### src/hsoc_pkg.sv
// Shared constants, types and codes of the hard-sphere overlap checker.
package hsoc_pkg;

  // Store size and fixed-point format
  localparam int MAX_PARTICLES = 1024;
  localparam int FRAC_BITS     = 16;
  localparam int ADDR_W        = $clog2(MAX_PARTICLES);
  localparam int NUM_W         = ADDR_W + 1;

  // Field widths
  localparam int IDX_W   = 10;
  localparam int CNT_W   = 11;
  localparam int POS_W   = 32;
  localparam int DIAM_W  = 31;
  localparam int BOX_W   = 31;
  localparam int DATA_W  = 32;
  localparam int PADDR_W = 4;

  // Arithmetic widths
  localparam int DIFF_W = POS_W + 1;
  localparam int FOLD_W = POS_W + 2;
  localparam int MAG_W  = 32;
  localparam int SQ_W   = 2 * MAG_W;
  localparam int ACC_W  = SQ_W + 2;

  localparam logic [CNT_W-1:0] COUNT_RESET = CNT_W'(1);
  localparam logic [BOX_W-1:0] BOX_RESET   = BOX_W'(1 << FRAC_BITS);

  localparam logic MODE_LOAD = 1'b0;
  localparam logic MODE_MOVE = 1'b1;

  typedef enum logic [1:0] {
    REG_COUNT = 2'd0,
    REG_BOX_X = 2'd1,
    REG_BOX_Y = 2'd2,
    REG_BOX_Z = 2'd3
  } reg_t;

  typedef enum logic [2:0] {
    ST_IDLE,
    ST_MV_WB,
    ST_PRIME,
    ST_SCAN,
    ST_DRAIN,
    ST_FINISH
  } state_t;

  // Operand slot of the shared squaring unit
  typedef enum logic [1:0] {
    PH_X    = 2'd0,
    PH_Y    = 2'd1,
    PH_Z    = 2'd2,
    PH_DIAM = 2'd3
  } ph_t;

  typedef struct packed {
    logic signed [POS_W-1:0] pos_x;
    logic signed [POS_W-1:0] pos_y;
    logic signed [POS_W-1:0] pos_z;
    logic [DIAM_W-1:0]       diam;
  } entry_t;

  typedef struct packed {
    logic valid;
    ph_t  ph;
    logic self;
    logic last;
  } tag_t;

  typedef struct packed {
    logic              rd_en;
    logic [ADDR_W-1:0] rd_addr;
    logic              wr_en;
    logic              wr_move;
    logic [ADDR_W-1:0] wr_addr;
    logic              cap_disp;
    logic              cap_mov;
    logic              feed;
    ph_t               ph;
    logic              self;
    logic              last;
    logic              clr_hit;
  } ctl_t;

  typedef struct packed {
    logic done;
    logic hit;
  } sts_t;

endpackage

### src/hsoc_ctrl.sv
// Sequencer: item handshake, store access order, operand feed and result register.
module hsoc_ctrl (
  input  logic                        clk,
  input  logic                        rst_n,
  input  logic                        in_valid,
  input  logic                        in_mode,
  input  logic [hsoc_pkg::IDX_W-1:0]  in_index,
  output logic                        in_ready,
  input  logic                        out_ready,
  output logic                        out_valid,
  output logic                        out_overlap,
  output logic [hsoc_pkg::IDX_W-1:0]  out_index,
  input  logic [hsoc_pkg::NUM_W-1:0]  num,
  input  hsoc_pkg::sts_t              sts,
  output hsoc_pkg::ctl_t              ctl
);

  hsoc_pkg::state_t state_r, state_nxt;
  logic [hsoc_pkg::NUM_W-1:0] i_r, i_nxt, i_inc;
  hsoc_pkg::ph_t              ph_r, ph_nxt;
  logic [hsoc_pkg::IDX_W-1:0] idx_r, idx_nxt;
  logic                       out_valid_r, out_valid_nxt;
  logic                       out_overlap_r, out_overlap_nxt;
  logic [hsoc_pkg::IDX_W-1:0] out_index_r, out_index_nxt;
  logic                       accept, idx_ok, more, emit;

  assign accept = in_valid && (state_r == hsoc_pkg::ST_IDLE);
  assign idx_ok = int'(in_index) < hsoc_pkg::MAX_PARTICLES;
  assign i_inc  = i_r + 1'b1;
  assign more   = i_inc < num;
  assign emit   = (state_r == hsoc_pkg::ST_FINISH) && (!out_valid_r || out_ready);

  // Next state
  always_comb begin
    state_nxt = state_r;
    case (state_r)
      hsoc_pkg::ST_IDLE: begin
        if (accept && in_mode == hsoc_pkg::MODE_MOVE) begin
          state_nxt = idx_ok ? hsoc_pkg::ST_MV_WB : hsoc_pkg::ST_FINISH;
        end
      end
      hsoc_pkg::ST_MV_WB: begin
        state_nxt = (num == '0) ? hsoc_pkg::ST_FINISH : hsoc_pkg::ST_PRIME;
      end
      hsoc_pkg::ST_PRIME: state_nxt = hsoc_pkg::ST_SCAN;
      hsoc_pkg::ST_SCAN: begin
        if (ph_r == hsoc_pkg::PH_DIAM && !more) begin
          state_nxt = hsoc_pkg::ST_DRAIN;
        end
      end
      hsoc_pkg::ST_DRAIN: begin
        if (sts.done) begin
          state_nxt = hsoc_pkg::ST_FINISH;
        end
      end
      hsoc_pkg::ST_FINISH: begin
        if (emit) begin
          state_nxt = hsoc_pkg::ST_IDLE;
        end
      end
      default: state_nxt = hsoc_pkg::ST_IDLE;
    endcase
  end

  // Outputs
  always_comb begin
    ctl      = '0;
    ctl.ph   = ph_r;
    in_ready = 1'b0;
    case (state_r)
      hsoc_pkg::ST_IDLE: begin
        in_ready = 1'b1;
        if (accept && in_mode == hsoc_pkg::MODE_LOAD && idx_ok) begin
          ctl.wr_en   = 1'b1;
          ctl.wr_addr = in_index[hsoc_pkg::ADDR_W-1:0];
        end
        if (accept && in_mode == hsoc_pkg::MODE_MOVE) begin
          ctl.clr_hit = 1'b1;
          if (idx_ok) begin
            ctl.rd_en    = 1'b1;
            ctl.rd_addr  = in_index[hsoc_pkg::ADDR_W-1:0];
            ctl.cap_disp = 1'b1;
          end
        end
      end
      hsoc_pkg::ST_MV_WB: begin
        ctl.wr_en   = 1'b1;
        ctl.wr_move = 1'b1;
        ctl.wr_addr = idx_r[hsoc_pkg::ADDR_W-1:0];
        ctl.cap_mov = 1'b1;
      end
      hsoc_pkg::ST_PRIME: begin
        ctl.rd_en   = 1'b1;
        ctl.rd_addr = i_r[hsoc_pkg::ADDR_W-1:0];
      end
      hsoc_pkg::ST_SCAN: begin
        ctl.feed = 1'b1;
        ctl.self = (i_r == hsoc_pkg::NUM_W'(idx_r));
        ctl.last = !more;
        if (ph_r == hsoc_pkg::PH_DIAM && more) begin
          ctl.rd_en   = 1'b1;
          ctl.rd_addr = i_inc[hsoc_pkg::ADDR_W-1:0];
        end
      end
      hsoc_pkg::ST_DRAIN,
      hsoc_pkg::ST_FINISH: begin
        in_ready = 1'b0;
      end
      default: in_ready = 1'b0;
    endcase
  end

  // Counters and result register
  always_comb begin
    i_nxt           = i_r;
    ph_nxt          = ph_r;
    idx_nxt         = idx_r;
    out_valid_nxt   = out_valid_r && !out_ready;
    out_overlap_nxt = out_overlap_r;
    out_index_nxt   = out_index_r;
    if (accept && in_mode == hsoc_pkg::MODE_MOVE) begin
      idx_nxt = in_index;
    end
    if (state_r == hsoc_pkg::ST_MV_WB) begin
      i_nxt  = '0;
      ph_nxt = hsoc_pkg::PH_X;
    end
    if (state_r == hsoc_pkg::ST_SCAN) begin
      case (ph_r)
        hsoc_pkg::PH_X: ph_nxt = hsoc_pkg::PH_Y;
        hsoc_pkg::PH_Y: ph_nxt = hsoc_pkg::PH_Z;
        hsoc_pkg::PH_Z: ph_nxt = hsoc_pkg::PH_DIAM;
        default: begin
          ph_nxt = hsoc_pkg::PH_X;
          i_nxt  = i_inc;
        end
      endcase
    end
    if (emit) begin
      out_valid_nxt   = 1'b1;
      out_overlap_nxt = sts.hit;
      out_index_nxt   = idx_r;
    end
  end

  always_ff @(posedge clk) begin
    if (!rst_n) begin
      state_r     <= hsoc_pkg::ST_IDLE;
      out_valid_r <= 1'b0;
      i_r         <= '0;
      ph_r        <= hsoc_pkg::PH_X;
    end else begin
      state_r     <= state_nxt;
      out_valid_r <= out_valid_nxt;
      i_r         <= i_nxt;
      ph_r        <= ph_nxt;
    end
  end

  always_ff @(posedge clk) begin
    idx_r         <= idx_nxt;
    out_overlap_r <= out_overlap_nxt;
    out_index_r   <= out_index_nxt;
  end

  assign out_valid   = out_valid_r;
  assign out_overlap = out_overlap_r;
  assign out_index   = out_index_r;

endmodule

### config.mk
export PLATFORM = sky130hd
export DESIGN_NAME = hsoc_ctrl
export DESIGN_NICKNAME = d
export VERILOG_FILES = /design/src/hsoc_pkg.sv /design/src/hsoc_ctrl.sv
export SDC_FILE = /design/constraint.sdc
export NUM_CORES = 1
export LEC_CHECK = 0
export ABC_CLOCK_PERIOD_IN_PS = 8600
export BUFFER_PORTS_ARGS = -buffer_cell sky130_fd_sc_hd__buf_2
export CORE_ASPECT_RATIO = 0.6
export CORE_MARGIN = 2
export CORE_UTILIZATION = 35
export CTS_CLUSTER_DIAMETER = 50
export DETAILED_ROUTE_END_ITERATION = 8
export PLACE_DENSITY_LB_ADDON = 0.12
export SETUP_SLACK_MARGIN = 0.2
export SLEW_MARGIN = 25
export SYNTH_ARGS = -nofsm -noshare
export SYNTH_HDL_FRONTEND = slang
export SYNTH_SLANG_ARGS = --single-unit
export TNS_END_PERCENT = 100
### constraint.sdc
create_clock -name clk -period 8.6 [get_ports clk]
set_input_delay 1.29 -clock clk [delete_from_list [all_inputs] [get_ports clk]]
set_output_delay 1.29 -clock clk [all_outputs]
set_load 0.02 [all_outputs]
Word-level counts from Yosys, hierarchy flattened
Cells that the tools add are included.

$lt $le $gt $ge: 1. Eq/ne operators: 13. Reductions and logical operators: 17. Add/sub/neg operators: 1. Mux-type cells: 26. Bitwise gates (word level): 1.

Operators by type and width (number): $mux W11 (5); $pmux W11 S3 (1); $pmux W10 S2 (1); $pmux W3 S6 (1); $mux W3 (5); $add A11 B1 Y11 const B (1); $eq A11 B10 Y1 (1); $logic_not A11 Y1 (1); $lt A11 B11 Y1 (1); $mux W10 (1); $logic_and A1 B1 Y1 (7); $mux W1 (7); $eq A3 B2 Y1 const B (2); $eq A3 B3 Y1 const B (2); $mux W2 (3); $ne A2 B2 Y1 const B (3); $pmux W2 S3 (1); $eq A2 B2 Y1 const B (2); $reduce_and A4 Y1 (1); $eq A3 B1 Y1 const B (1); $logic_not A1 Y1 (3); $logic_not A3 Y1 (1); $reduce_or A3 Y1 (1); $eq A2 B1 Y1 const B (1); 6 further kinds (6).

Register bits: 38. Output and inout port bits: 44. Input bits: 28.

Logic depth before layout (Yosys ltp)
Depth after elaboration: 6. Gate-level depth with buffers: 13.

Least setup slack after synthesis
OpenSTA, ideal clock, no wires.

Path type: input to output. From: in num[2] (netlist name). To: out ctl[20] (netlist name). Slack: 4.437 ns. Stages on the path: 8. Buffers on the path: 1. Data arrival time: 2.873 ns. Cell sequence: inv_1 -> ha_1 -> a21oi_1 -> o21ai_1 -> a31oi_1 -> o2111ai_4 -> buf_6 -> o21ai_0.

RTL lines: start, declared (line hsoc_ctrl.sv:13) `input logic [hsoc_pkg::NUM_W-1:0] num,`; end, declared (line hsoc_ctrl.sv:15) `output hsoc_pkg::ctl_t ctl`.

==> results.yml <==
layout:
  drive_above_1_share: 0.2794
  final_cell_mix: "71 x buf_2, 30 x nand2_1, 21 x edfxtp_1"
  area_delta_synth_final_pct: 22.58
  diodes: 0
  fin_cells: 427
  nets: 381
  final_common_cell: "buf_2"
yosys:
  synth_edf_count: 21
  synth_cell_types: 47
  netlist_instances: 277
  yosysWarnings: 0
  async_flop_share: 0
  synth_seq_cells: 38
  ys_top_cells_by_area: "edfxtp_1 25%, dfxtp_1 14%, ha_1 7.0%"
  yosysSeqAreaShare: 0.3876
  synth.top_cell.area_share: 0.2517
  synth.largest_area_cell: "edfxtp_1"
  syn_nets: 319
  synth_area_per_cell_sq_um: 9.043
  synth_ff_type: "edfxtp_1"
  netlist_area_sq_mm: 0.002505
setup_path:
  critPathLaunchType: "flop"
  endpoint_kind: "output pin"
  cp.required_ns: 7.31
  slowest_delay_ns: 0.52
  crit_fanout: 13
  crit_start: "i_r[0]"
  r2r_start: "i_r[0]"
  criticalPathCategory: "reg2out"
  worst_path_max_delay_cell: "dfxtp_1"
  path_cells: "ha_1 > nand2_1 > nor3_1 > and3_1 > xor2_1 > ha_1 > nand3_1 > inv_1 > nand3_1 > o2111ai_4 > o21ai_0 > a21o_1 > buf_2"
  cp.arrival_ns: 3.55
timing:
  setup_violations: 0
  worst_slew_pin_slew_ns: 0.8900
  rsz0062_at_grt: "no"
  drv_slew: 0
  fin_crit_sh: 0.5622
  fin_setup_tns_ns: 0
  relSlewSlack: 0.4067
  finalHoldViolations: 0
  fmax_mhz: 206.8
  finalClockSkew_ns: 0.003357
  final.min_clock_period_ns: 4.835
grt:
  overflow: 0
  grt_max_degree: 22
  track_usage: 0.1789
  antenna_found_initial: 0
  grt_pass1_wl_um: 11050
  grt_pass1_vias: 2082
flow_run:
  drv_cap: 0
routing:
  routed-wl-met2_um: 2684
  drtIter0Drc: 182
  wl_met1_um: 3704
  wl_per_cell_um: 16.11
  ant_nets: 0
  drc: 6
  drt_pass1_iterations: 7
  drt_wl_total_um: 6877
  routed-via-count: 2220
  route.met3.wl_um: 440
  post_drt_via_cell_ratio: 5.199
  topRoutingLayerUsed: "met4"
floorplanning:
  initial_utilization: 0.3688
  placementRows: 23
  core_area_sq_mm: 0.006792
  die_w_um: 113.2
  dieArea_sq_mm: 0.007872
  die_y_um: 69.53
  io_pins: 72
power:
  ir_drop_mv: 0.09672
  clkPwrFrac: 0.315
  p_sw_frac: 0.3749
  power.internal_uw: 481.1
  switchingPower_uw: 288.5
  p_leak_uw: 0.001376
  comb_power_share: 0.373
  power_frac_seq: 0.312
  power-per-cell-area_mw_per_mm2: 250.6
  p_total_uw: 769.6
cts:
  cts_resized: 0
  cts_max_level: 2
  post_cts_buffers: 0
  holdBufCountCts: 0
  numCtsBuffers: 5
  cts_tree: "built"
  clock_latency_ns: 0.28
  clk_path_buf_depth: 2
  cts.sinks: 38
  clk_pin_slew_ns: 0.06
  cts_root_buf: "clkbuf_16"
outcome:
  failed_checks: "DRC"
  outcome: "finished with violations"
min_path:
  hold_path.class: "reg2reg"
  min_from: "ph_r[0]"
place:
  port_buffers: 71
  placed_cells: 419
  dp_hpwl_um: 5334
  gp_congestion: 0.8398
path summary, 6_finish.rpt:
check / endpoint / slack, ns / cells after the start
setup reg to reg: state_r[1] / 5.43 / 12
hold / removal: ph_r[0] / 0.51 / 2
hold reg to reg: ph_r[0] / 0.51 / 2
setup / recovery: ctl[27] / 3.76 / 13
stage by stage:
step                        util  hold slack, ns  setup slack, ns  area, sq um
after floorplan                -          0.4727            4.437         2505
after global placement    0.4232          0.4954            4.112         2874
after detailed placement  0.4232          0.5004            4.101         2874
after CTS                 0.4517          0.5109            3.775         3068
after global routing      0.4521          0.5352            3.329         3070
final                     0.4521          0.5080            3.765         3070
synth_stat cells, types with 2 or more instances:
cell type,number
nor2_2,2
a21o_1,4
nor4_1,3
nand4_1,3
ha_1,14
a21boi_0,10
o31ai_2,3
a21boi_1,2
inv_1,20
a21oi_1,10
or3_1,3
a22o_1,10
dfxtp_1,17
o211ai_1,2
and3_1,3
buf_6,2
xor2_1,5
nand3_1,14
nand2b_1,3
and2_1,4
edfxtp_1,21
clkbuf_1,4
o21ai_0,18
a22oi_1,7
xnor2_1,14
nand2_1,30
buf_2,6
nor2b_1,2
nor2_1,15
buf_4,4
nor3_1,6
critical path: cells and delay by family, from the launching register on:
kind	cells	cell delay (ns)
AND/OR/NAND/NOR	5	1.09
AO/OA/AOI/OAI	3	0.72
adder cells (fa/ha/maj)	2	0.54
flip-flops	1	0.52
buffers and inverters	2	0.22
XOR/XNOR	1	0.17
cell type report:
cell class              count  area [sq um]
well taps                  87         108.9
flip-flops and latches     38         970.9
clock inverters             3         68.82
multi-input cells         201          1353
clock buffers               5         125.1
fillers                   703          3721
repair buffers             72         362.8
inverters                  21         81.33
routing by layer:
layer / GRT usage / up-vias
met5: 0 / -
li1: - / 1101
met1: 0.2825 / 1048
met2: 0.2422 / 67
met3: 0.04720 / 4
met4: 0.03252 / 0
cell families (layout without fill, tap and decap cells):
family                     after synthesis  in the layout  share of synthesized area
buffers and inverters                   38            101                    0.07342
adders and majority gates               14             14                    0.06993
and+or+nand+nor                         95             95                     0.1918
xor gates and xnor gates                19             19                    0.06643
DFF                                     38             38                     0.3876
AOI/OAI and AO/OA                       73             73                     0.2108
sequential cells by signal, summed over array words and instances (netlist names):
signal	count
i_r	11
idx_r	10
out_index	10
state_r	3
ph_r	2
out_overlap	1
out_valid	1
power groups by stage:
stage | clock network [uW] | logic [uW] | registers, uW
2_1_floorplan | 0 | 202 | 238
3_3_place_gp | 0 | 287 | 244
3_5_place_dp | 0 | 286 | 244
4_1_cts | 246 | 287 | 240
5_1_grt | 255 | 311 | 244
6_report | 242 | 287 | 240
Note: power is estimated with default switching activity, not from simulation.
